`src/design/sharpen_edge_conv3x3_unit_defines.svh`:
```
// assertion macros for the sharpen edge conv3x3 unit
`ifndef SHARPEN_EDGE_CONV3X3_UNIT_DEFINES_SVH
`define SHARPEN_EDGE_CONV3X3_UNIT_DEFINES_SVH

`ifndef ASSERT_OFF
`define SEC_ASSERT(lbl, prop, msg) \
	lbl: assert property (@(posedge clk) disable iff (!arst_n) (prop)) else $error(msg);
`define SEC_ASSERT_NEXT(lbl, ante, cons, msg) \
	lbl: assert property (@(posedge clk) disable iff (!arst_n) (ante) |=> (cons)) \
		else $error(msg);
`else
`define SEC_ASSERT(lbl, prop, msg)
`define SEC_ASSERT_NEXT(lbl, ante, cons, msg)
`endif

`endif

```
`src/design/sec_pkg.sv`:
```
// shared types and constants of the sharpen edge conv3x3 unit
package sec_pkg;

	localparam int MAX_WIDTH  = 2048;
	localparam int LINE_AW    = $clog2(MAX_WIDTH);
	localparam int COL_W      = 11;
	localparam int ROW_W      = 16;
	localparam int FW_W       = 12;
	localparam int CH_W       = 8;
	localparam int CW_W       = 5;
	localparam int CFG_IDX_W  = 2;
	localparam int CFG_DATA_W = 16;
	localparam int LINE_W     = 2 * 3 * CH_W;

	localparam logic [FW_W-1:0]        FRAME_WIDTH_RST   = FW_W'(640);
	localparam logic [ROW_W-1:0]       FRAME_HEIGHT_RST  = ROW_W'(480);
	localparam logic signed [CW_W-1:0] CENTER_WEIGHT_RST = CW_W'(5);
	localparam logic [CH_W-1:0]        WHITE_THRESH_RST  = CH_W'(255);
	localparam logic signed [CW_W-1:0] EDGE_WEIGHT       = CW_W'(4);
	localparam logic [CH_W-1:0]        CH_MAX            = CH_W'(255);

	typedef enum logic [CFG_IDX_W-1:0] {
		CFG_FRAME_WIDTH     = 2'd0,
		CFG_FRAME_HEIGHT    = 2'd1,
		CFG_CENTER_WEIGHT   = 2'd2,
		CFG_WHITE_THRESHOLD = 2'd3
	} cfg_idx_e;

	// [2] red, [1] green, [0] blue
	typedef logic [2:0][CH_W-1:0] px_t;

	// emit[0] pixel left above, emit[1] last column above, emit[2] current pixel
	typedef struct packed {
		logic [COL_W-1:0] x;
		logic [ROW_W-1:0] y;
		logic [2:0]       emit;
		logic             border;
	} scan_t;

endpackage

```
`src/design/sec_scan_ctrl.sv`:
```
// column and row counters and result schedule
module sec_scan_ctrl (
	input  logic                       clk,
	input  logic                       arst_n,
	input  logic                       advance,
	input  logic [sec_pkg::FW_W-1:0]   frame_width,
	input  logic [sec_pkg::ROW_W-1:0]  frame_height,
	output sec_pkg::scan_t             scan
);
	import sec_pkg::*;

	logic [COL_W-1:0] col_q;
	logic [ROW_W-1:0] row_q;
	logic [FW_W-1:0]  w_eff;
	logic [ROW_W-1:0] h_eff;
	logic             wrap_col;
	logic [ROW_W:0]   row_t;
	logic [COL_W-1:0] x;
	logic [ROW_W-1:0] y;
	logic [FW_W-1:0]  x_next;
	logic [ROW_W:0]   y_next;

	always_comb begin
		if (frame_width == '0) begin
			w_eff = FW_W'(1);
		end else if (frame_width > FW_W'(MAX_WIDTH)) begin
			w_eff = FW_W'(MAX_WIDTH);
		end else begin
			w_eff = frame_width;
		end
		h_eff    = (frame_height == '0) ? ROW_W'(1) : frame_height;
		wrap_col = {1'b0, col_q} >= w_eff;
		row_t    = wrap_col ? ({1'b0, row_q} + (ROW_W+1)'(1)) : {1'b0, row_q};
		y        = (row_t >= {1'b0, h_eff}) ? '0 : row_t[ROW_W-1:0];
		x        = wrap_col ? '0 : col_q;
		x_next   = {1'b0, x} + FW_W'(1);
		y_next   = {1'b0, y} + (ROW_W+1)'(1);

		scan.x       = x;
		scan.y       = y;
		scan.emit[0] = (y != '0) && (x != '0);
		scan.emit[1] = (y != '0) && ({1'b0, x} == w_eff - FW_W'(1));
		scan.emit[2] = (y == h_eff - ROW_W'(1));
		scan.border  = (x == COL_W'(1)) || (y == ROW_W'(1));
	end

	always_ff @(posedge clk or negedge arst_n) begin
		if (!arst_n) begin
			col_q <= '0;
			row_q <= '0;
		end else if (advance) begin
			if (x_next >= w_eff) begin
				col_q <= '0;
				row_q <= (y_next >= {1'b0, h_eff}) ? '0 : y_next[ROW_W-1:0];
			end else begin
				col_q <= x_next[COL_W-1:0];
				row_q <= y;
			end
		end
	end
endmodule

```
`config.mk`:
```
export PLATFORM = sky130hd
export DESIGN_NAME = sec_scan_ctrl
export DESIGN_NICKNAME = d
export VERILOG_FILES = /design/src/design/sharpen_edge_conv3x3_unit_defines.svh /design/src/design/sec_pkg.sv /design/src/design/sec_scan_ctrl.sv
export SDC_FILE = /design/constraint.sdc
export NUM_CORES = 1
export LEC_CHECK = 0
export ABC_AREA = 1
export BUFFER_PORTS_ARGS = -buffer_cell sky130_fd_sc_hd__buf_4
export CAP_MARGIN = 20
export CORE_MARGIN = 5
export CORE_UTILIZATION = 40
export DETAILED_ROUTE_END_ITERATION = 6
export SLEW_MARGIN = 20
export SYNTH_ARGS = -nofsm -noshare
export SYNTH_HDL_FRONTEND = slang
export SYNTH_SLANG_ARGS = --single-unit
export TNS_END_PERCENT = 30
```
`constraint.sdc`:
```
create_clock -name clk -period 14.7 [get_ports clk]
set_clock_uncertainty 0.1 [all_clocks]
set_input_delay 2.205 -clock clk [delete_from_list [all_inputs] [get_ports clk]]
set_output_delay 2.205 -clock clk [all_outputs]
set_load 0.005 [all_outputs]
```
## After elaboration in Yosys (flattened, before gate mapping)

Index checks and enable logic that the tools add are counted.

- Register bits: 27
- Bits of input ports: 31
- Output and inout bits: 31
- Word-level logic and storage cells: 32

- $add $sub $neg: 5
- Order comparisons: 5
- Eq/ne operators: 4
- Muxes and demuxes: 9
- Reductions and logical operators: 7

Operator list:

| operator | number |
|---|---|
| two-way mux 16 bit | 4 |
| adder 16 x 1 -> 17 bit (second input constant) | 2 |
| greater-or-equal comparator 17 x 16 -> 1 bit | 2 |
| two-way mux 12 bit | 2 |
| two-way mux 11 bit | 2 |
| two-way mux 17 bit | 1 |
| == test 16 x 1 -> 1 bit (second input constant) | 1 |
| == test 16 bit | 1 |
| zero test 16 bit | 1 |
| nonzero test 16 bit | 1 |
| subtractor 16 x 1 -> 16 bit (second input constant) | 1 |
| adder 11 x 1 -> 12 bit (second input constant) | 1 |
| == test 11 x 12 -> 1 bit | 1 |
| greater-or-equal comparator 11 x 12 -> 1 bit | 1 |
| greater-or-equal comparator 12 bit | 1 |
| > comparator 12 bit (second input constant) | 1 |
| zero test 12 bit | 1 |
| subtractor 12 x 1 -> 12 bit (second input constant) | 1 |
| == test 11 x 1 -> 1 bit (second input constant) | 1 |
| nonzero test 11 bit | 1 |
| logical AND 1 bit | 2 |
| logical OR 1 bit | 1 |

## Logic depth before layout (Yosys ltp)

- Depth in word-level cells: 11
- Gate-level depth with buffers: 52
- Depth with buffers taken out: 50

## Worst setup path before layout

No wires, ideal clock.

- Path kind: in2out
- Start: in frame_width[10] (netlist bit)
- End: out scan[3] (netlist bit)
- Arrival: 6.472 ns
- Data required time: 12.395 ns
- Setup slack: 5.923 ns
- Stages on the path: 35
- Path buffers: 4
- Cell sequence: nor4_1 nand3_1 nand2_1 buf_2 nand2_1 ha_1 nand2_1 inv_1 nand3_1 nor2_1 nand2_1 nand2_2 buf_6 buf_6 nand2_1 o21ai_0 inv_1 ha_1 a21oi_1 nor2_1 a211oi_1 nand2_1 nand2_1 nand2_1 nand2_2 nand2_4 buf_6 nor2_2 ha_1 o21ai_0 nor2_1 nand2_1 nor2_1 nand4_1 nor2_1

RTL lines:

| element | RTL line | source |
|---|---|---|
| from (decl) | sec_scan_ctrl.sv:6 | `input logic [sec_pkg::FW_W-1:0] frame_width,` |
| to (decl) | sec_scan_ctrl.sv:8 | `output sec_pkg::scan_t scan` |

==> impl_metrics.ini <==
[outcome]
status = completed

[setup_path]
worstSetupPathType = input pin to output port
cp_slowest_cell = o21ai_0
worstSetupEndpointType = output port
required_ns = 12.40
reg2regPathDepth = 41
crit_path_start_kind = input pin
crit_top_cell = nand2_1
cp_slowest_stage_delay_ns = 0.67
arrival_ns = 8.22
rrSetupSlack_ns = 7.42
crit_fanout = 42

[sta]
rsz0062_at_grt = false
hold_slack_ns = 0.449
tns_ns = 0
setup_violations = 0
fin_crit_sh_pct = 71.6
fin_crit_ns = 10.52
timing.slew.headroom_pct = 43.5
fmax_mhz = 95.0
drv_slew = 0
tightest_slew_ns = 0.845
hold_viol = 0

[clock_network]
clockBufferDepth = 2
cts_hold_buf = 0
cts.htree.levels = 1
clk_pin_slew_ns = 0.06
numCtsBuffers = 3
cts_tree = yes
cts_post_setup_buffers_inserted = 0
root_buffer = clkbuf_16
numClockSinks = 27
cts_resized = 0
clk-insertion-delay-late_ns = 0.27

[routing]
drt_iter0_drc = 512
dr.pass1.iters = 5
postRouteAntennaNets = 0
wl_per_cell_um = 15.9
dr_total_vias = 5156
via_per_inst = 5.30
drt_wl_total_um = 15400
drc_errors = 0

[pwr]
p_switching_uw = 598
p_comb_share_pct = 80.7
cellLeakagePower_uw = 0.00298
p_per_area_nw_per_um2 = 187
power_frac_clock_pct = 6.2
seqPwrFrac_pct = 13.1
ir_worst_vdd_mv = 0.0739
swShare_pct = 57.7
internal_power_uw = 438

[synth]
yosysWarningCount = 0
seq_area_frac_synth_pct = 13.7
async_reset_ff_share_pct = 100
synth_area_per_cell_um2 = 6.38
synth_flop_cell = dfrtp_1
synth_seq_cells = 27
synth-edff-count = 0
syn_area_um2 = 4920
synth_nets = 866
synth_cells = 771
yosysUniqueCellTypes = 46

[grt]
track_usage_pct = 21.1
grt_pass1_vias = 4873
overflow = 0
grt_max_degree = 43
antenna_found_initial = 0
grt_pass1_wl_um = 24900

[layout]
diodes = 0
layout_commonest_cell = nand2_1
fin_util_pct = 46.2
area_growth_pct = 12.9
final_cell_mix = nand2_1, inv_1, nor2_1
fin_nets = 921
drive_above_1_share_pct = 14.1

[die]
io_pins = 62
die_width_um = 121
rows = 40
die-area_um2 = 14600
die_y_um = 121
core_area_um2 = 12000
initial_core_util_pct = 40.9

[run]
cap_violations = 0

[placed_design]
gp_congestion = 1.00
dp_hpwl_um = 13200
numPortBuffers = 61

[min_path]
hold_class = register to register
min_path_cells = 2
[through the flow]
step / cells / power [uW] / setup WS [ns] / cell area, um^2
after floorplan: 771 / 698 / 5.92 / 4920
after global placement: 968 / 956 / 4.31 / 5470
after detailed placement: 968 / 963 / 4.24 / 5470
after CTS: 972 / 1030 / 4.22 / 5550
after global routing: 972 / 1140 / 3.56 / 5550
final: 972 / 1040 / 4.18 / 5550
[critical path, delay by kind of cell]
kind / cells / cell delay (ns)
compound gates: 3 / 1.05
fa+ha+maj: 2 / 0.63
buf+inv: 6 / 0.74
simple gates: 27 / 3.58
[cells in the mapped netlist, types with 3 or more instances]
library cell / n / share of area, %
nand3_1: 47 / 4.8
o22ai_1: 5 / 0.64
nor3b_1: 4 / 0.61
nor4_1: 3 / 0.38
nor3_1: 14 / 1.4
ha_1: 64 / 16
a22oi_1: 12 / 1.8
dfrtp_1: 27 / 14
inv_1: 114 / 8.7
buf_6: 6 / 1.4
or2_2: 3 / 0.38
nor3_2: 4 / 0.81
nand2_2: 6 / 0.76
buf_2: 3 / 0.31
o21ai_2: 3 / 0.53
a31oi_1: 4 / 0.51
inv_2: 11 / 0.84
xnor2_1: 11 / 2.0
xor2_1: 44 / 7.8
nand4_1: 15 / 1.9
nand3b_1: 3 / 0.46
nor2_4: 4 / 0.92
nor2_2: 4 / 0.51
o21ai_1: 6 / 0.61
nand2_1: 181 / 14
o21ai_0: 30 / 3.1
a21oi_1: 26 / 2.6
nand3_2: 6 / 1.2
nor2_1: 85 / 6.5
[state kept, by name, summed over array words and instances, names as in the netlist]
name	cells
col_q	11
row_q	16
[final cells by class]
type	count	area, um^2
Clock buffer	3	75.1
Clock inverter	1	7.51
Multi-Input combinational cell	605	3660
Tap cell	147	184
Sequential cell	27	676
Fill cell	1289	6460
Timing Repair Buffer	61	458
Inverter	128	485
[power by group through the flow]
stage	Clock, uW	Sequential, uW	Combinational, uW
6_report	64.1	135	836
5_1_grt	68.6	141	932
4_1_cts	64.9	135	831
3_5_place_dp	0	136	826
3_3_place_gp	0	135	821
2_1_floorplan	0	124	574
[path summary, 6_finish.rpt]
path                             end       startpoint
setup / recovery             scan[3]  frame_width[10]
min in group asynchronous  row_q[15]           arst_n
setup reg to reg           row_q[15]         col_q[5]
hold reg to reg            row_q[15]        row_q[15]
hold / removal             row_q[15]        row_q[15]
max in group asynchronous   row_q[5]           arst_n
[metal layers]
metal,up-vias,global-route usage (%),share of wire [%]
met3,15,2.52,7.0
met1,2336,30.1,46
met5,-,0,0
met2,181,34.1,45
met4,0,4.89,1.6
li1,2624,-,-
[logic make-up after synthesis]
| kind of cell | count (synthesis) | share of synthesized area, % |
|---|---|---|
| DFF | 27 | 13.7 |
| adders and majority gates | 64 | 16.3 |
| buffers and inverters | 139 | 11.7 |
| AOI/OAI and AO/OA | 99 | 12.0 |
| xor gates and xnor gates | 57 | 10.5 |
| and+or+nand+nor | 385 | 35.8 |
(Power assumes the default switching activity.)
