### config.mk
export PLATFORM = sky130hd
export DESIGN_NAME = sec_px_filter
export DESIGN_NICKNAME = d
export VERILOG_FILES = /design/src/design/sharpen_edge_conv3x3_unit_defines.svh /design/src/design/sec_pkg.sv /design/src/design/sec_px_filter.sv
export SDC_FILE = /design/constraint.sdc
export NUM_CORES = 1
export LEC_CHECK = 0
export BUFFER_PORTS_ARGS = -buffer_cell sky130_fd_sc_hd__clkbuf_2
export CORE_ASPECT_RATIO = 1.1
export CORE_MARGIN = 3
export CORE_UTILIZATION = 54
export DETAILED_ROUTE_END_ITERATION = 8
export GPL_ROUTABILITY_DRIVEN = 1
export PLACE_DENSITY = 0.82
export SYNTH_ARGS = -nofsm -noshare
export SYNTH_HDL_FRONTEND = slang
export SYNTH_SLANG_ARGS = --single-unit
### constraint.sdc
create_clock -name vclk -period 28.4
set_input_delay 0 -clock vclk [all_inputs]
set_output_delay 0 -clock vclk [all_outputs]
set_load 0.005 [all_outputs]
### src/design/sharpen_edge_conv3x3_unit_defines.svh
// assertion macros for the sharpen edge conv3x3 unit
`ifndef SHARPEN_EDGE_CONV3X3_UNIT_DEFINES_SVH
`define SHARPEN_EDGE_CONV3X3_UNIT_DEFINES_SVH

`ifndef ASSERT_OFF
`define SEC_ASSERT(lbl, prop, msg) \
	lbl: assert property (@(posedge clk) disable iff (!arst_n) (prop)) else $error(msg);
`define SEC_ASSERT_NEXT(lbl, ante, cons, msg) \
	lbl: assert property (@(posedge clk) disable iff (!arst_n) (ante) |=> (cons)) \
		else $error(msg);
`else
`define SEC_ASSERT(lbl, prop, msg)
`define SEC_ASSERT_NEXT(lbl, ante, cons, msg)
`endif

`endif

### src/design/sec_pkg.sv
// shared types and constants of the sharpen edge conv3x3 unit
package sec_pkg;

	localparam int MAX_WIDTH  = 2048;
	localparam int LINE_AW    = $clog2(MAX_WIDTH);
	localparam int COL_W      = 11;
	localparam int ROW_W      = 16;
	localparam int FW_W       = 12;
	localparam int CH_W       = 8;
	localparam int CW_W       = 5;
	localparam int CFG_IDX_W  = 2;
	localparam int CFG_DATA_W = 16;
	localparam int LINE_W     = 2 * 3 * CH_W;

	localparam logic [FW_W-1:0]        FRAME_WIDTH_RST   = FW_W'(640);
	localparam logic [ROW_W-1:0]       FRAME_HEIGHT_RST  = ROW_W'(480);
	localparam logic signed [CW_W-1:0] CENTER_WEIGHT_RST = CW_W'(5);
	localparam logic [CH_W-1:0]        WHITE_THRESH_RST  = CH_W'(255);
	localparam logic signed [CW_W-1:0] EDGE_WEIGHT       = CW_W'(4);
	localparam logic [CH_W-1:0]        CH_MAX            = CH_W'(255);

	typedef enum logic [CFG_IDX_W-1:0] {
		CFG_FRAME_WIDTH     = 2'd0,
		CFG_FRAME_HEIGHT    = 2'd1,
		CFG_CENTER_WEIGHT   = 2'd2,
		CFG_WHITE_THRESHOLD = 2'd3
	} cfg_idx_e;

	// [2] red, [1] green, [0] blue
	typedef logic [2:0][CH_W-1:0] px_t;

	// emit[0] pixel left above, emit[1] last column above, emit[2] current pixel
	typedef struct packed {
		logic [COL_W-1:0] x;
		logic [ROW_W-1:0] y;
		logic [2:0]       emit;
		logic             border;
	} scan_t;

endpackage

### src/design/sec_px_filter.sv
// cross kernel filter with clamp, white threshold and edge mode
module sec_px_filter (
	input  sec_pkg::px_t                    up,
	input  sec_pkg::px_t                    left,
	input  sec_pkg::px_t                    mid,
	input  sec_pkg::px_t                    right,
	input  sec_pkg::px_t                    down,
	input  logic signed [sec_pkg::CW_W-1:0] weight,
	input  logic [sec_pkg::CH_W-1:0]        threshold,
	output sec_pkg::px_t                    filtered
);
	import sec_pkg::*;

	localparam int ACC_W = 14;

	logic signed [ACC_W-1:0] acc [3];
	logic signed [ACC_W-1:0] w_ext;
	px_t                     clamped;
	logic [CH_W-1:0]         mx;

	always_comb begin
		w_ext = ACC_W'(weight);
		mx    = '0;
		for (int k = 0; k < 3; k++) begin
			acc[k] = w_ext * signed'({6'b0, mid[k]})
				- signed'({6'b0, up[k]}) - signed'({6'b0, down[k]})
				- signed'({6'b0, left[k]}) - signed'({6'b0, right[k]});
			if (acc[k] < 0) begin
				clamped[k] = '0;
			end else if (acc[k] > signed'({6'b0, CH_MAX})) begin
				clamped[k] = CH_MAX;
			end else begin
				clamped[k] = acc[k][CH_W-1:0];
			end
			if (clamped[k] > mx) begin
				mx = clamped[k];
			end
		end
		if (mx > threshold) begin
			filtered = {3{CH_MAX}};
		end else if (weight == EDGE_WEIGHT) begin
			filtered = '0;
		end else begin
			filtered = clamped;
		end
	end
endmodule

Yosys cells after proc, flatten, opt, wreduce, memory -nomap -nowiden
Index checks and enable logic that the tools add are counted.
{"block": "totals", "out_inout_bits": 24, "word_cells": 37, "in_bits": 133, "reg_bits": 0}
{"block": "op_classes", "muxes": 11, "eq_ne": 1, "n_mul": 3, "n_lt_le_gt_ge": 10, "add_sub_neg": 12}
{"cell": "$sub 14x9->14", "count": 12}
{"cell": "$mux 8", "count": 9}
{"cell": "$mux 24", "count": 2}
{"cell": "$gt 14x9->1 const B", "count": 3}
{"cell": "$lt 14x1->1 const B", "count": 3}
{"cell": "$mul 5x9->14", "count": 3}
{"cell": "$gt 8x8->1", "count": 3}
{"cell": "$gt 8x1->1 const B", "count": 1}
{"cell": "$eq 5x4->1 const B", "count": 1}

Longest topological paths before layout
Gate-level depths: netlist of run 1.
{"block": "depth", "depth_word": 16, "ltp_mapped": 48, "mapped_depth_nobuf": 44}

Worst setup path before layout of run 1
OpenSTA, ideal clock, no wires.
{"block": "synth_path", "path_kind": "input-to-output", "startpoint": "input weight[4] in the netlist's numbering", "endpoint": "output filtered[10] in the netlist's numbering", "cell_stages": 44, "setup_slack_ns": 18.860, "path_buffers": 4, "t_required_ns": 28.400, "arrival_ns": 9.540, "path_cell_list": "clkbuf_1 nand2b_1 fa_1 inv_1 fa_1 fa_1 fa_1 inv_1 fa_1 inv_1 ha_1 a21oi_1 o211ai_1 and3b_1 o21a_1 o21ai_1 or2_1 o21ai_1 [... 8 more ...] o22a_1 ha_1 nand3_1 o221ai_1 a21oi_1 o31a_1 or2_1 buf_2 o221ai_1 ha_1 nor2b_1 o21ai_0 a21oi_1 o21ai_0 a21oi_1 a211oi_1 clkbuf_1 o22ai_1"}
{"item": "start: declaration", "line": "sec_px_filter.sv:8", "source": "input logic signed [sec_pkg::CW_W-1:0] weight,"}
{"item": "end: declaration", "line": "sec_px_filter.sv:10", "source": "output sec_pkg::px_t filtered"}

==> impl_metrics.ini, run 1 <==
[run_status]
status = complete, no violations

[timing]
fin_crit_sh_pct = 40.7
worstMarginPinSlew_ns = 1.27
hold_viol = 0
maxSlewViolCount = 0
fin_crit_ns = 11.56
clock.fmax_mhz = 86.5
fin_setup_tns_ns = 0
rsz0062_at_grt = false
fin_worst_hold_slack_ns = 0.692
setup_viol = 0
max-slew-margin-rel_pct = 15.0

[floorplan]
fp.dieH_um = 135
fp-row-count = 46
design.portCount = 157
die_area_um2 = 16700
die_x_um = 124
initial_core_util_pct = 56.0
core_area_um2 = 14700

[route]
drt_wl_total_um = 19000
first_iter_violations = 453
viasPerCell = 5.59
drtAntennaViolNets = 0
drtPass1Iterations = 6
via_count = 7103
wl_per_cell_um = 14.9
drcViolationCount = 0

[critical_path]
slowest_delay_ns = 1.03
worst-path-max-fanout = 24
crit_buf_inv = 5
crit_type = in2out
crit_slowest_cell = a211oi_2
cp_data_required_time_ns = 28.40
crit_path_start_kind = input port
crit_top_cell = ha_1
cp-end-kind = output pin
cp_top_family = compound AO/OA/AOI/OAI gates
cp.arrival_ns = 11.56

[cells_and_area]
seq_cells = 0
final_util_pct = 62.3
regArea_um2 = 0
drive_gt1_share_pct = 16.0
fillerInstances = 1267
layout_commonest_cell = inv_1
syn_to_final_growth_pct = 11.4
nNetsFinal = 1499
final_cell_mix = inv_1, clkbuf_2, fa_1
antennaDiodeCount = 0
n_clock_buffer = 0

[placed_design]
hpwl_um = 16500
io_buffers = 157
gp_congestion = 0.921

[synth]
synth-simple-area-share_pct = 15.9
synth_compound_area_share_pct = 14.1
syn_area_um2 = 8210
synth_top_family_by_area = adder cells
synthXorXnorAreaFrac_pct = 1.60
ys_seq_area_share_pct = 0
synth.area.mux_share_pct = 0.396
synth_cell_types = 66
syn_inst = 945
syn-mean-instance-area_um2 = 8.69
yosysWarnings = 0
synth_nets = 1363
yosys.area_share.adder_pct = 57.1

[cts]
postCtsHoldBufs = 0
post_cts_buffers = 0
ctsResizeCount = 0

[global_route]
antenna_found_initial = 0
grt_first_pass_wirelength_um = 31900
grt_max_degree = 26
grt_pass1_vias = 7100
overflow = 0
grt.total_usage_pct = 23.0

[worst_hold_path]
min_path_type = in2out
min_to = filtered[16]
hold_path_depth = 7
min_from = right[16]

[run]
max_cap_violations = 0
-- cell type report --
cell class	count	area, um2	share of cell area (%)
Multi-Input combinational cell	711	7330	80.1
Timing Repair Buffer	158	793	8.67
Inverter	210	788	8.62
Tap cell	192	240	2.63
-- per-layer routing --
metal | track usage [%] | up-vias | part of all wire (%)
li1 | - | 3391 | -
met1 | 33.1 | 3414 | 44
met2 | 39.2 | 262 | 48
met3 | 1.13 | 36 | 6.0
met4 | 3.82 | 0 | 1.7
met5 | 0 | - | 0
-- worst max-delay path by stage --
stage | startpoint | end | slack [ns] | depth (start not counted)
6_report | weight[4] | filtered[8] | 16.84 | 42
5_1_grt | weight[4] | filtered[3] | 15.87 | 42
4_1_cts | weight[4] | filtered[2] | 16.96 | 42
3_5_place_dp | weight[4] | filtered[2] | 16.97 | 42
3_3_place_gp | weight[4] | filtered[9] | 17.16 | 42
2_1_floorplan | weight[4] | filtered[10] | 18.86 | 44
-- stage by stage --
stage               instances  area [um2]  worst slack (ns)
global placement         1271        9150             17.16
floorplan                 945        8210             18.86
CTS                      1271        9150             16.96
global route             1271        9150             15.87
finish                   1271        9150             16.84
detailed placement       1271        9150             16.97
-- tightest hold or removal path: stages --
cell and delay, ns:
clkbuf_2 0.08, inv_1 0.05, ha_1 0.13, ha_1 0.12
nor4_1 0.07, o22ai_1 0.11, clkbuf_2 0.13
-- synthesized netlist by cell type (all sizes together), types with 5 or more instances --
cell / instances / area (um2)
a211oi: 5 / 50.1
a21o: 9 / 67.6
a21oi: 22 / 110
and2: 41 / 257
buf: 5 / 37.5
clkbuf: 19 / 71.3
fa: 150 / 3000
ha: 135 / 1690
inv: 209 / 785
nand2: 71 / 267
nand2b: 22 / 138
nand3: 10 / 50.1
nor2: 35 / 131
nor2b: 9 / 56.3
nor3: 24 / 135
nor4: 8 / 50.1
o211ai: 8 / 60.1
o21a: 10 / 75.1
o21ai: 23 / 115
o221ai: 8 / 70.1
o22a: 7 / 61.3
o22ai: 26 / 163
o311ai: 8 / 70.1
or2: 7 / 43.8
or3: 5 / 36.3
xnor2: 7 / 61.3
xor2: 8 / 70.1
-- cells by family after synthesis --
family          count (synthesis)
fa+ha+maj                     285
xor+xnor                       15
buf+inv                       234
compound gates                157
mux                             3
simple gates                  251
Power of run 1 is left out: the tool's default activity adds up to more than one toggle a clock period on the data nets, which glitch-free logic cannot reach.
==> inputs of run 2 (changes only) <==
Clock period 28.4 ns to 12 ns, I/O delays scaled along.
==> run 2 against run 1 <==
Against the previous run:
- final cell count is essentially flat
- non-clock buffer count increased by 1
- global-route usage up 0.42 points
- first-iteration DRC count is 6.4% higher
- count of clock-buffer cells in the layout unchanged
- setup slack worse by 16 ns
- utilization rose by 0.051 points
- highest routed layer unchanged
- flip-flop and latch count is the same
- via count is essentially flat
- wire length up 0.56%
- die area did not move
- worst hold slack gained 0.013 ns
==> impl_metrics.ini, run 2 (synthesis gave the netlist of run 1 again) <==
[run_status]
status = complete, no violations

[cts]
ctsResizeCount = 0
post_cts_buffers = 0
postCtsHoldBufs = 0

[timing]
fin_crit_ns = 11.07
setup_viol = 0
fin_worst_hold_slack_ns = 0.705
setup_slack_ns = 0.933
fin_crit_sh_pct = 92.2
worstMarginPinSlew_ns = 1.22
fin_setup_tns_ns = 0
hold_viol = 0
max-slew-margin-rel_pct = 18.1
rsz0062_at_grt = false
maxSlewViolCount = 0
clock.fmax_mhz = 90.4

[floorplan]
die_area_um2 = 16700
fp.dieH_um = 135
initial_core_util_pct = 56.0
design.portCount = 157
fp-row-count = 46
core_area_um2 = 14700
die_x_um = 124

[global_route]
grt.total_usage_pct = 23.4
antenna_found_initial = 0
grt_max_degree = 26
overflow = 0
grt_first_pass_wirelength_um = 32500
grt_pass1_vias = 7219

[critical_path]
cp_data_required_time_ns = 12.00
crit_buf_inv = 5
worst-path-max-fanout = 24
crit_slowest_cell = nor3_2
slowest_delay_ns = 0.93
crit_type = in2out
cp-end-kind = output pin
crit_top_cell = ha_1
startpoint = weight[4]
crit_path_start_kind = input port
cp.arrival_ns = 11.07
cp_top_family = adder cells

[placed_design]
gp_congestion = 0.912
io_buffers = 157
place_ws_ns = 1.07
hpwl_um = 16600

[run]
max_cap_violations = 0

[route]
drt_wl_total_um = 19100
viasPerCell = 5.58
drtAntennaViolNets = 0
wl_per_cell_um = 15.0
drcViolationCount = 0
first_iter_violations = 482
via_count = 7096
drtPass1Iterations = 5

[worst_hold_path]
min_path_type = in2out
hold_path_depth = 7
min_to = filtered[16]
min_from = right[16]

[cells_and_area]
fillerInstances = 1273
seq_cells = 0
nNetsFinal = 1500
syn_to_final_growth_pct = 11.5
regArea_um2 = 0
final_cell_mix = inv_1, clkbuf_2, fa_1
antennaDiodeCount = 0
drive_gt1_share_pct = 16.1
layout_commonest_cell = inv_1
n_clock_buffer = 0
run 2: cell count changes in the layout (fill, tap and decap cells not counted), sizes merged:
cell	change
buf	+1
run 2: per-stage QoR:
step | instances | area, um2 | utilization (%)
2_1_floorplan | 945 | 8210 | -
5_1_grt | 1272 | 9160 | 62.4
6_report | 1272 | 9160 | 62.4
4_1_cts | 1272 | 9160 | 62.4
3_5_place_dp | 1272 | 9160 | 62.4
3_3_place_gp | 1272 | 9160 | 62.4
run 2: how the worst max path moves through the flow:
stage / to / slack, ns / cells after the start
floorplan: filtered[10] / 2.46 / 44
global placement: filtered[9] / 1.28 / 38
detailed placement: filtered[6] / 1.07 / 38
CTS: filtered[6] / 1.06 / 38
global route: filtered[5] / 0.19 / 38
finish: filtered[3] / 0.93 / 38
run 2: metal layers:
layer / routed length [um] / GRT usage, %
met3: 1100 / 1.46
met4: 471 / 5.23
met5: 0 / 0
met1: 8200 / 32.8
met2: 9290 / 39.9
run 2: final cells by class:
type / count / area, um2 / share of cell area (%)
Timing Repair Buffer: 159 / 801 / 8.75
Multi-Input combinational cell: 711 / 7330 / 80.0
Tap cell: 192 / 240 / 2.62
Inverter: 210 / 788 / 8.61
Power of run 2 is left out for the same reason.
==> inputs of run 3 (changes only) <==
Settings changed: CORE_UTILIZATION 54 to 55, PLACE_DENSITY 0.82 to 0.83.
==> run 3 against run 2 <==
Against the previous run:
- critical path depth decreased by 3
- setup slack improved by 0.093 ns
- global-route usage increased by 0.33 points
- count of clock-buffer cells in the layout unchanged
- flip-flop and latch count unchanged
- final area stayed put
==> impl_metrics.ini, run 3 (synthesis gave the netlist of run 1 again) <==
[critical_path]
crit_slowest_cell = nor3_2
crit_top_cell = ha_1
slowest_delay_ns = 0.95
cp_data_required_time_ns = 12.00
crit_path_start_kind = input port
crit_buf_inv = 3
cp.arrival_ns = 10.97
worst-path-max-fanout = 24
crit_type = in2out
cp-end-kind = output pin
cp_top_family = compound AO/OA/AOI/OAI gates

[timing]
maxSlewViolCount = 0
fin_setup_tns_ns = 0
fin_crit_ns = 10.97
fin_crit_sh_pct = 91.5
setup_viol = 0
rsz0062_at_grt = false
max-slew-margin-rel_pct = 17.3
worstMarginPinSlew_ns = 1.23
clock.fmax_mhz = 91.1
hold_viol = 0

[cells_and_area]
syn_to_final_growth_pct = 11.5
regArea_um2 = 0
n_clock_buffer = 0
instances_no_fill = 1272
final_cell_mix = inv_1, clkbuf_2, fa_1
seq_cells = 0
layout_commonest_cell = inv_1
antennaDiodeCount = 0
drive_gt1_share_pct = 16.1
nNetsFinal = 1500

[worst_hold_path]
min_path_type = in2out

[run_status]
status = complete, no violations

[cts]
ctsResizeCount = 0
postCtsHoldBufs = 0
post_cts_buffers = 0

[global_route]
grt_max_degree = 26
antenna_found_initial = 0
grt.total_usage_pct = 23.8
overflow = 0
grt_pass1_vias = 7042
grt_first_pass_wirelength_um = 32300

[route]
viasPerCell = 5.56
drt_wl_total_um = 19200
first_iter_violations = 416
drcViolationCount = 0
via_count = 7071
drtAntennaViolNets = 0
drtPass1Iterations = 5
wl_per_cell_um = 15.1

[floorplan]
initial_core_util_pct = 56.6
die_area_um2 = 16400
design.portCount = 157
die_x_um = 123
fp-row-count = 46
core_area_um2 = 14500
fp.dieH_um = 134

[placed_design]
place_inst = 1272
gp_congestion = 0.884
hpwl_um = 16800
io_buffers = 157

[run]
max_cap_violations = 0
-- run 3: cell counts in the layout (fill, tap and decap cells not counted) --
No cell type changed its count.
-- run 3: layer usage --
| layer | wire length [um] | vias to the layer above | GRT usage [%] |
|---|---|---|---|
| li1 | - | 3400 | - |
| met1 | 8040 | 3367 | 33.6 |
| met2 | 9420 | 269 | 40.6 |
| met3 | 1300 | 35 | 1.39 |
| met4 | 461 | 0 | 4.85 |
| met5 | 0 | - | 0 |
-- run 3: layout make-up --
type | instances | area (um2)
inverter | 210 | 788
timing repair buffer | 159 | 801
tap | 192 | 240
multi-input combinational | 711 | 7330
fill | 1267 | 5350
-- run 3: worst paths after layout --
check                  from      endpoint  slack, ns  cells past startpoint
setup / recovery  weight[4]  filtered[17]       1.03                     35
hold / removal    right[16]  filtered[16]       0.71                      7
-- run 3: metrics by stage --
step	setup WS, ns	cell area [um2]	hold WS [ns]	utilization [%]
global route	0.0937	9160	0.763	63.1
detailed placement	1.09	9160	0.709	63.1
floorplan	2.46	8210	0.392	-
global placement	1.40	9160	0.689	63.1
CTS	1.08	9160	0.713	63.1
finish	1.03	9160	0.714	63.1
Power of run 3 is left out for the same reason.
