$ cat src/design/sharpen_edge_conv3x3_unit_defines.svh
// assertion macros for the sharpen edge conv3x3 unit
`ifndef SHARPEN_EDGE_CONV3X3_UNIT_DEFINES_SVH
`define SHARPEN_EDGE_CONV3X3_UNIT_DEFINES_SVH

`ifndef ASSERT_OFF
`define SEC_ASSERT(lbl, prop, msg) \
	lbl: assert property (@(posedge clk) disable iff (!arst_n) (prop)) else $error(msg);
`define SEC_ASSERT_NEXT(lbl, ante, cons, msg) \
	lbl: assert property (@(posedge clk) disable iff (!arst_n) (ante) |=> (cons)) \
		else $error(msg);
`else
`define SEC_ASSERT(lbl, prop, msg)
`define SEC_ASSERT_NEXT(lbl, ante, cons, msg)
`endif

`endif

$ cat src/design/sec_ram.sv
// generic single write port ram with registered read
module sec_ram #(
	parameter int WIDTH = 8,
	parameter int DEPTH = 16
) (
	input  logic                     clk,
	input  logic                     wr_en,
	input  logic [$clog2(DEPTH)-1:0] wr_addr,
	input  logic [WIDTH-1:0]         wr_data,
	input  logic                     rd_en,
	input  logic [$clog2(DEPTH)-1:0] rd_addr,
	output logic [WIDTH-1:0]         rd_data
);
	logic [WIDTH-1:0] mem_q [DEPTH];

	always_ff @(posedge clk) begin
		if (rd_en) begin
			rd_data <= mem_q[rd_addr];
		end
		if (wr_en) begin
			mem_q[wr_addr] <= wr_data;
		end
	end
endmodule

$ cat config.mk
export PLATFORM = sky130hd
export DESIGN_NAME = sec_ram
export DESIGN_NICKNAME = d
export VERILOG_FILES = /design/src/design/sharpen_edge_conv3x3_unit_defines.svh /design/src/design/sec_ram.sv
export SDC_FILE = /design/constraint.sdc
export NUM_CORES = 1
export LEC_CHECK = 0
export BUFFER_PORTS_ARGS = -buffer_cell sky130_fd_sc_hd__buf_2
export CORE_UTILIZATION = 40
export DETAILED_ROUTE_END_ITERATION = 16
export PLACE_DENSITY = 0.54
export RECOVER_POWER = 50
export REMOVE_ABC_BUFFERS = 1
export SLEW_MARGIN = 20
export SYNTH_ARGS = -nofsm -noshare
export SYNTH_HDL_FRONTEND = slang
export SYNTH_SLANG_ARGS = --single-unit
export TNS_END_PERCENT = 30
$ cat constraint.sdc
create_clock -name clk -period 2.3 [get_ports clk]
set_input_delay 0.23 -clock clk [delete_from_list [all_inputs] [get_ports clk]]
set_output_delay 0.23 -clock clk [all_outputs]
set_load 0.05 [all_outputs]
# Yosys cells after proc, flatten, opt, wreduce, memory -nomap -nowiden
# Memory sizes are Yosys's and may differ from the RTL's. A register that Yosys moved wholly into a read port is not among the register bits.
# Cells that the tools add are included.
# word_totals
ff_bits	0
ram_bits	128
out_inout_bits	8
memories	1
# memory_table
memory	words	width	rd	rd_ports_with_merged_regs	write_ports	line_no	source
mem_q	16	8	1	1	1	sec_ram.sv:14	logic [WIDTH-1:0] mem_q [DEPTH];
# op_classes
n_mux	2
# op_table
op	count
$mux W1	2

# Longest topological paths before layout
# Gate-level depths: netlist (run 1).
# depth
word_depth	2
ltp_mapped	5
mapped_depth_nobuf	3

# Worst setup path after synthesis (run 1)
# Ideal clock, no wire load.
# synth_timing
path_type	input to register
start	in wr_addr[2]
end	mem mem_q[0][0] (enable)
arrival_time_ns	1.340
required_ns	1.917
slack_ns	0.577
stages	2
path_buffers	0
cell_sequence	or3b_2 > nor3_1
# synth_lines
element	line_no	source
start: declaration	sec_ram.sv:8	input logic [$clog2(DEPTH)-1:0] wr_addr,
end: declaration	sec_ram.sv:14	
# No word-level cell before the write port.

==> key figures, run 1 <==
Cells and area
  – Share of cells above drive strength 1: 27.8%
  – # diodes: 0
  – Area Overhead vs Synth: 20.4%
  – Fin area: 6290 µm²
  – # fillers: 1032
  – Net count, final: 302

Setup path
  – Launch point of the worst reg-to-reg path: mem_q[2][0]$_DFFE_PP_
  – Worst path top cell family by delay: multiplexers
  – Reg2Reg Setup Slack: ~720 ps
  – Critical path required time: about 2400 ps
  – Startpoint Class: flop
  – R2r endpoint: rd_data[0]$_DFFE_PP_
  – Critical-path maximum fanout: 1
  – Slowest cell on crit path: mux4_1
  – CP startpoint: mem_q[2][0]$_DFFE_PP_
  – Capture point of the worst path: rd_data[0]$_DFFE_PP_
  – Crit-path cells: mux4_1 > a22oi_1 > nand2_1
  – Critical path data arrival time: 1720 ps
  – Crit path kind: flop to flop
  – WP depth: 3
  – CP peak stage delay: around 500 ps
  – Worst setup EP type: flop
  – Worst R2R Path Depth: 3
  – Crit path buf inv count: 0

Synthesis
  – Synth area leaders: edfxtp_1, mux4_2, mux4_1
  – Count leader, synth: edfxtp_1
  – Mapped Area: 5230 µm²
  – EDFF count, synth: 136
  – Synth area leader: edfxtp_1
  – Most frequent cells after synthesis: edfxtp_1, mux4_2, a22oi_1, mux4_1, nor2_1
  – Synthesis Warnings: 0
  – Synth Flop Type: edfxtp_1
  – FF+latch count, synth: 136
  – Ys async rst share: 0%
  – Avg Inst Size Synth: 22.8 µm²
  – Seq/Total Area, Yosys: between 70 and 80%
  – Synth cell types: 18
  – Yosys top cell area share: 78.1%
  – Cells after Synth: 229

Clocking
  – Resized Gates After CTS: 0
  – # H-tree levels: 4
  – Post-CTS Setup Bufs: 0
  – CTS Hold Bufs: 0
  – Clock buffer count from CTS: 17
  – CTS max path bufs: 2
  – Worst-Skew Late Latency: 400 ps
  – CTS tree: built
  – CTS root buffer: clkbuf_16
  – CTS Sinks: 136
  – Clock Pin Slew Worst Setup and Hold Paths: 50 ps

STA
  – Slew @ Worst Pin: about 850 ps
  – Final Critical Period: 1580 ps
  – Max-slew violation count: 0
  – Hold_ws: approximately 340 ps
  – Peak Freq: 634 MHz
  – Slew margin rel.: 42.9%
  – Final Skew: 8.05 ps
  – Final Hold Vio Count: 0
  – Worst Slack Setup Final: 723 ps
  – Setup violators final: 0
  – RSZ-0062 raised after global routing: false
  – Total negative slack: 0 ps
  – Crit share post-route: 68.6%

Floorplan
  – I/O pin total: 27
  – Die X: 116 µm
  – Die Span Y: 116 µm
  – Core Box Area: 12700 µm²
  – Die area: 13500 µm²
  – # rows: 41
  – Initial Util: 41.3%

Worst hold path
  – Hold Startpoint: rd_en
  – Worst hold path class: primary input to flop

Routing
  – # DRC: 0
  – Via count: 2407
  – Initial DRC count: 161
  – Router iterations before antenna repair: 4
  – Total wire length: 10100 µm
  – Final ANT Viol Nets: 0
  – Vias per cell: about 5.2
  – Drt wl/cell: 21.6 µm

Placement
  – Post-DP Area: 5650 µm²
  – Count of input and output buffers: 26
  – DP Wirelength: 6260 µm
  – Gpl congestion: 0.680
  – Pre-CTS WS: 352 ps

Global routing
  – First-pass GRT wire length: 15400 µm
  – GRT Util Overall: 16.8%
  – Overflow after GRT: 0
  – Largest net degree at the start of global routing: 33
  – Initial antenna violation count: 0
  – Number of global-route vias before repair: 2551

Power
  – Total power: 0.00608 W
  – Leakage: ~2.1 nW
  – Max VDD drop: 515 µV
  – Power per cell area: between 900 and 1000 nW/µm²

Flow run
  – Max_cap viols: 0

Outcome
  – Status: finished clean
[final cells by class]
cell class                      instances  area (µm²)  share of cell area [%]
Clock buffer                           19         433                    6.88
Timing Repair Buffer                   45         282                    4.47
Multi-Input combinational cell         83        1060                    16.8
Sequential cell                       136        4080                    64.9
Tap cell                              172         215                    3.42
Clock inverter                         12         224                    3.56
[placed cells by master (no fill, tap or decap)]
cell / instances
mux4_1: 14
nor2b_1: 1
clkbuf_1: 13
inv_6: 1
and2b_1: 1
clkinv_2: 2
clkinvlp_4: 1
clkbuf_16: 17
nor3_1: 4
and2_1: 1
clkinv_4: 2
buf_4: 16
mux4_2: 18
nand3b_1: 2
nor2_1: 13
a22oi_1: 16
edfxtp_1: 136
nand2_1: 9
nand3_1: 1
or3b_2: 1
buf_12: 2
buf_2: 16
bufinv_16: 6
nand2b_1: 2
[worst reg2reg max path, stage by stage (launching register included)]
cell      delay (ps)
edfxtp_1         360
mux4_1           490
a22oi_1          380
nand2_1           90
[layer usage]
metal  vias to the layer above  track usage [%]  wire length [µm]
met5                         -                0                 0
met3                        10             4.05               518
li1                       1088                -                 -
met2                        67             25.8              4720
met4                         0             6.75               137
met1                      1242             23.3              4700
[stage by stage]
| step | util [%] | instances |
|---|---|---|
| floorplan | - | 219 |
| global placement | 44.6 | 436 |
| detailed placement | 44.6 | 436 |
| CTS | 49.8 | 467 |
| global route | 49.7 | 467 |
| finish | 49.7 | 467 |
[power breakdown]
| part | total (W) | switching [W] | internal (W) |
|---|---|---|---|
| registers | 0.00281 | 0.0000155 | 0.00279 |
| clock network | 0.00298 | 0.000955 | 0.00203 |
| logic | 0.000291 | 0.000185 | 0.000106 |
| total | 0.00608 | 0.00115 | 0.00493 |
[registers in the layout, indices dropped and copies added, names as in the netlist]
| register | count |
|---|---|
| mem_q | 128 |
| rd_data | 8 |
[how the worst min path moves through the flow]
stage / endpoint / cells past startpoint / slack [ps]
3_3_place_gp: mem_q[14][3]$_DFFE_PP_ / 1 / 620
3_5_place_dp: rd_data[6]$_DFFE_PP_ / 1 / 620
5_1_grt: rd_data[7]$_DFFE_PP_ / 1 / 350
2_1_floorplan: mem_q[0][0]$_DFFE_PP_ / 0 / 330
4_1_cts: rd_data[7]$_DFFE_PP_ / 1 / 200
6_report: rd_data[0]$_DFFE_PP_ / 1 / 340
[kinds of logic (layout without fill, tap and decap cells)]
| kind of cell | Yosys count | count (layout) | synth area share [%] |
|---|---|---|---|
| flip-flops | 136 | 136 | 78.1 |
| AO/OA/AOI/OAI | 16 | 16 | 2.30 |
| buffers and inverters | 10 | 76 | 1.65 |
| multiplexers | 32 | 32 | 14.8 |
| AND/OR/NAND/NOR | 35 | 35 | 3.14 |
Power figures use the tool's default switching activity.
==> run 2, diff against run 1 <==
clock period = 1.6 ns   (was 2.3 ns; I/O delays follow)
==> key figures, run 2 (synthesis gave the netlist of run 1 again) <==
Clocking
  – Clock Pin Slew Worst Setup and Hold Paths: 60 ps (about the same)
  – CTS root buffer: clkbuf_16
  – CTS Hold Bufs: 0 (unchanged)
  – Resized Gates After CTS: 0 (unchanged)
  – Worst-Skew Late Latency: 410 ps (about the same)
  – CTS tree: built
  – # H-tree levels: 4 (unchanged)
  – Clock buffer count from CTS: 17 (unchanged)
  – Post-CTS Setup Bufs: 0 (unchanged)
  – CTS Sinks: 136 (unchanged)
  – CTS max path bufs: 2 (unchanged)

Floorplan
  – # rows: 41 (unchanged)
  – Core Box Area: 12700 µm² (unchanged)
  – I/O pin total: 27 (unchanged)
  – Die X: 116 µm (unchanged)
  – Die area: 13500 µm² (unchanged)
  – Initial Util: 41.3% (unchanged)
  – Die Span Y: 116 µm (unchanged)

Worst hold path
  – Hold Startpoint: rd_en
  – Hold endpoint: rd_data[4]$_DFFE_PP_
  – Hold depth: 1 (unchanged)
  – Worst hold path class: primary input to flop

Cells and area
  – Regs by FF count: mem_q (128), rd_data (8)
  – Most frequent cells in the layout: edfxtp_1, buf_4, mux4_2, clkbuf_16
  – # diodes: 0 (unchanged)
  – Number of flip-flops in the largest register: 128 (unchanged)
  – Fin area: 6300 µm² (about the same)
  – Commonest non-fill, non-tap cell in the layout: edfxtp_1
  – Top reg by flops: mem_q
  – Area Overhead vs Synth: 20.5% (about the same)
  – Final Util: 49.7% (about the same)
  – Net count, final: 307 (+1.7%)
  – Share of cells above drive strength 1: 29.6% (+1.8 points)

Routing
  – Total wire length: 10100 µm (+0.40%)
  – Drt wl/cell: 21.4 µm (-0.88%)
  – Vias per cell: 5.18 (+0.54%)
  – Router iterations before antenna repair: 5 (+1)
  – Initial DRC count: 178 (+11%)
  – Final ANT Viol Nets: 0 (unchanged)
  – # DRC: 0 (unchanged)
  – Via count: 2451 (+1.8%)

Placement
  – Count of input and output buffers: 26 (unchanged)
  – Gpl congestion: 0.684 (+0.57%)
  – DP Wirelength: 6590 µm (+5.4%)
  – Post-DP Area: 5700 µm² (+0.89%)

STA
  – Peak Freq: 678 MHz (+7.0%)
  – Slew @ Worst Pin: 717 ps (-136 ps)
  – Setup violators final: 0 (unchanged)
  – Max-slew violation count: 0 (unchanged)
  – Slew margin rel.: 52.2% (+9.3 points)
  – Final Hold Vio Count: 0 (unchanged)
  – Final Critical Period: 1470 ps (-103 ps)
  – RSZ-0062 raised after global routing: false
  – Final Skew: 6.87 ps (-1.18 ps)
  – Crit share post-route: 92.1% (+24 points)

Outcome
  – Status: finished clean

Flow run
  – Max_cap viols: 0 (unchanged)

Setup path
  – Crit path kind: flop to flop
  – Critical path required time: 1750 ps (-690 ps)
  – Startpoint Class: flop
  – Worst R2R Path Depth: 3 (unchanged)
  – Worst setup EP type: flop
  – Critical path data arrival time: 1620 ps (-100 ps)
  – Critical-path maximum fanout: 1 (unchanged)
  – R2r endpoint: rd_data[3]$_DFFE_PP_
  – Reg2Reg Setup Slack: 130 ps (-600 ps)
  – Launch point of the worst reg-to-reg path: mem_q[9][3]$_DFFE_PP_

Global routing
  – Largest net degree at the start of global routing: 26 (-21%)
  – Initial antenna violation count: 0 (unchanged)
  – GRT Util Overall: 16.8% (-0.035 points)
  – Overflow after GRT: 0 (unchanged)
  – Number of global-route vias before repair: 2632 (+3.2%)
  – First-pass GRT wire length: 15500 µm (+0.72%)

Power
  – Power per cell area: 1340 nW/µm² (+39%)
  – Max VDD drop: 914 µV (+77%)
  – Leakage: 2.11 nW (+0.31%)
[run 2: cell types whose count changed in the layout (fill, tap and decap cells not counted)]
cell / previous run / this run
buf_4: 16 / 20
buf_12: 2 / 3
bufinv_16: 6 / 4
clkinv_4: 2 / 1
clkinvlp_4: 1 / 3
clkinv_2: 2 / 6
inv_6: 1 / 0
clkbuf_1: 13 / 12
[run 2: cell type report]
class	count	area, µm²
Clock buffer	18	429
Clock inverter	14	181
Fill cell	1021	6370
Multi-Input combinational cell	83	1060
Sequential cell	136	4080
Tap cell	172	215
Timing Repair Buffer	50	332
[run 2: stage by stage]
step / worst slack, ps / setup TNS (ps) / hold WS [ps] / instances / total power (W)
6_report: 126 / 0 / 248 / 473 / 0.00846
5_1_grt: 60.6 / 0 / 252 / 473 / 0.00873
4_1_cts: 87.9 / 0 / 111 / 473 / 0.00853
3_5_place_dp: -172 / -799 / 546 / 441 / 0.00456
3_3_place_gp: -194 / -779 / 538 / 441 / 0.00454
2_1_floorplan: -52.9 / -423 / 259 / 219 / 0.00433
[run 2: where the power goes]
| part | switching (W) | internal, W | leakage [nW] |
|---|---|---|---|
| combinational | 0.000265 | 0.000164 | 0.580 |
| sequential | 0.0000224 | 0.00402 | 1.24 |
| clock | 0.00140 | 0.00259 | 0.295 |
| total | 0.00169 | 0.00677 | 2.11 |
[run 2: per-layer routing]
layer | up-vias | part of all wire [%] | GRT usage (%)
met1 | 1278 | 47 | 22.7
met4 | 0 | 1.5 | 6.41
met5 | - | 0 | 0
met2 | 56 | 48 | 26.0
met3 | 17 | 3.5 | 4.57
li1 | 1100 | - | -
[run 2: worst max-delay path by stage]
stage                     startpoint                    end  slack [ps]
2_1_floorplan             wr_addr[2]  mem_q[0][0]$_DFFE_PP_         -50
3_3_place_gp              rd_addr[0]   rd_data[0]$_DFFE_PP_        -190
3_5_place_dp              rd_addr[0]   rd_data[3]$_DFFE_PP_        -170
4_1_cts        mem_q[9][3]$_DFFE_PP_   rd_data[3]$_DFFE_PP_          90
5_1_grt        mem_q[9][5]$_DFFE_PP_   rd_data[5]$_DFFE_PP_          60
6_report       mem_q[9][3]$_DFFE_PP_   rd_data[3]$_DFFE_PP_         130
[run 2: critical path, stage by stage (launching register included)]
cell      delay, ps
edfxtp_1        350
mux4_1          500
a22oi_1         280
nand2_1          80
==> run 3, diff against run 2 <==
ABC_AREA = 1   (was not set)
==> key figures, run 3 <==
Outcome
  – Status: finished clean

Floorplan
  – Die area: 15100 µm² (+12%)
  – I/O pin total: 27 (unchanged)
  – Core Box Area: 14100 µm² (+11%)
  – Die X: 123 µm (+5.7%)
  – Die Span Y: 123 µm (+5.7%)
  – # rows: 43 (+4.9%)
  – Initial Util: 41.5% (+0.22 points)

Clocking
  – CTS Sinks: 136 (unchanged)
  – Post-CTS Setup Bufs: 0 (unchanged)
  – CTS root buffer: clkbuf_16
  – CTS max path bufs: 2 (unchanged)
  – CTS tree: built
  – CTS Hold Bufs: 0 (unchanged)
  – Clock Pin Slew Worst Setup and Hold Paths: 50 ps (about the same)
  – # H-tree levels: 4 (unchanged)
  – Clock buffer count from CTS: 17 (unchanged)
  – Worst-Skew Late Latency: 420 ps (about the same)
  – Resized Gates After CTS: 0 (unchanged)

Cells and area
  – Net count, final: 613 (+100%)
  – Area Overhead vs Synth: 16.1%
  – Share of cells above drive strength 1: 10.6% (-19 points)
  – Fin area: 6790 µm² (+7.8%)
  – Regs by FF count: mem_q (128), rd_data (8)
  – Number of flip-flops in the largest register: 128 (unchanged)
  – # diodes: 0 (unchanged)
  – Most frequent cells in the layout: nand2_1, edfxtp_1, inv_1, nand3_1, buf_4
  – Top reg by flops: mem_q
  – Commonest non-fill, non-tap cell in the layout: nand2_1

Placement
  – Post-DP Area: 6240 µm² (+9.4%)
  – Count of input and output buffers: 26 (unchanged)
  – Pre-CTS WS: 134 ps (+306 ps)
  – DP Wirelength: 8350 µm (+27%)
  – Gpl congestion: 0.756 (+11%)

Setup path
  – Critical path data arrival time: 1070 ps (-550 ps)
  – Critical-path maximum fanout: 1 (unchanged)
  – Reg2Reg Setup Slack: 420 ps (+290 ps)
  – Startpoint Class: flop
  – Crit-path cells: buf_2
  – Crit path buf inv count: 1 (+1)
  – Crit path kind: flop to output pin
  – Slowest cell on crit path: edfxtp_1
  – CP peak stage delay: 420 ps (-80 ps)
  – Worst path top cell family by delay: flip-flops
  – Critical path required time: 1440 ps (-310 ps)
  – Worst setup EP type: output pin

Power
  – Switching portion of total power: 21.7% (+1.7 points)
  – Max VDD drop: 708 µV (-23%)
  – Net switching power: 0.00181 W (+7.4%)
  – Sequential power share: 48.3% (+0.5 points)
  – Part of the power in combinational logic: 6.6% (+1.5 points)
  – Pint: 0.00656 W (-3.2%)
  – Total power: 0.00837 W (-1.0%)
  – Power per cell area: 1230 nW/µm² (-8.2%)
  – Leakage: 2.90 nW (+38%)
  – Share of total power in the clock network: 45.2% (-2.0 points)

STA
  – Crit share post-route: 77.2% (-15 points)
  – Worst Slack Setup Final: 365 ps (+239 ps)
  – Final Skew: 4.01 ps (-2.86 ps)
  – Total negative slack: 0 ps (unchanged)
  – Slew margin rel.: 36.2% (-16 points)
  – RSZ-0062 raised after global routing: false
  – Max-slew violation count: 0 (unchanged)
  – Final Hold Vio Count: 0 (unchanged)
  – Hold_ws: 198 ps (-50.1 ps)
  – Setup violators final: 0 (unchanged)
  – Final Critical Period: 1230 ps (-239 ps)
  – Peak Freq: 810 MHz (+19%)
  – Slew @ Worst Pin: 956 ps (+239 ps)

Global routing
  – Largest net degree at the start of global routing: 65 (+150%)
  – Number of global-route vias before repair: 3700 (+41%)
  – GRT Util Overall: 20.1% (+3.3 points)
  – Overflow after GRT: 0 (unchanged)
  – Initial antenna violation count: 0 (unchanged)
  – First-pass GRT wire length: 21100 µm (+36%)

Routing
  – Router iterations before antenna repair: 7 (+2)
  – Initial DRC count: 303 (+70%)
  – Total wire length: 13700 µm (+35%)
  – # DRC: 0 (unchanged)
  – Final ANT Viol Nets: 0 (unchanged)
  – Vias per cell: 4.85 (-6.4%)
  – Drt wl/cell: 17.4 µm (-19%)
  – Via count: 3814 (+56%)

Worst hold path
  – Worst hold path class: primary input to flop

Synthesis
  – Cells after Synth: 551 (+140%)
  – Synth Flop Type: edfxtp_1
  – Synth area leader: edfxtp_1
  – Most frequent cells after synthesis: nand2_1, edfxtp_1, inv_1, nand3_1, nor2_1
  – FF+latch count, synth: 136 (unchanged)
  – Count leader, synth: nand2_1
  – Mapped Area: 5850 µm² (+12%)
  – Yosys top cell area share: 69.8% (-8.3 points)
  – EDFF count, synth: 136 (unchanged)
  – Ys async rst share: 0% (unchanged)
  – Avg Inst Size Synth: 10.6 µm² (-54%)
  – Synth area leaders: edfxtp_1, nand2_1, nand3_1
  – Synth cell types: 11 (-7)
  – Seq/Total Area, Yosys: 69.8% (-8.3 points)
  – Synthesis Warnings: 0 (unchanged)

Flow run
  – Max_cap viols: 0 (unchanged)
## run 3: stage by stage
step | util, % | cells
after floorplan | - | 527
after global placement | 44.3 | 755
after detailed placement | 44.3 | 755
after CTS | 48.3 | 786
after global routing | 48.2 | 786
final | 48.2 | 786
## run 3: routing by layer
metal	GRT usage [%]	up-vias	part of all wire, %	wire length [µm]
met4	9.30	0	2.1	291
li1	-	1866	-	-
met3	4.70	23	4.8	661
met5	0	-	0	0
met2	30.0	91	46	6220
met1	27.7	1834	48	6490
## run 3: layout make-up
type,count,area [µm²]
Tap cell,180,225
Fill cell,1346,7310
Clock inverter,13,136
Timing Repair Buffer,48,317
Multi-Input combinational cell,289,1210
Clock buffer,18,429
Inverter,102,383
Sequential cell,136,4080
## run 3: worst paths after layout
kind / from / endpoint / cells past startpoint
setup / recovery: rd_data[6]$_DFFE_PP_ / rd_data[6] / 1
hold / removal: rd_addr[3] / rd_data[6]$_DFFE_PP_ / 3
setup reg to reg: mem_q[9][4]$_DFFE_PP_ / rd_data[4]$_DFFE_PP_ / 6
hold reg to reg: mem_q[2][1]$_DFFE_PP_ / rd_data[1]$_DFFE_PP_ / 6
## run 3: power groups by stage
| stage | combinational (W) | sequential (W) | clock [W] |
|---|---|---|---|
| 2_1_floorplan | 0.000215 | 0.00417 | 0 |
| 3_3_place_gp | 0.000551 | 0.00411 | 0 |
| 3_5_place_dp | 0.000557 | 0.00411 | 0 |
| 4_1_cts | 0.000560 | 0.00404 | 0.00384 |
| 5_1_grt | 0.000604 | 0.00405 | 0.00395 |
| 6_report | 0.000549 | 0.00404 | 0.00378 |
## run 3: cell families (layout without fill, tap and decap cells)
group,after synthesis,after routing,share of synthesized area [%]
buffers and inverters,126,181,9.39
flip-flops,136,136,69.8
AND/OR/NAND/NOR,289,289,20.8
## run 3: worst register-to-register path, stage by stage (launching register included)
cell,delay [ps]
edfxtp_1,350
inv_1,60
nand2_1,40
nand3_1,90
nand3_1,140
nand3_1,170
nand2_1,70
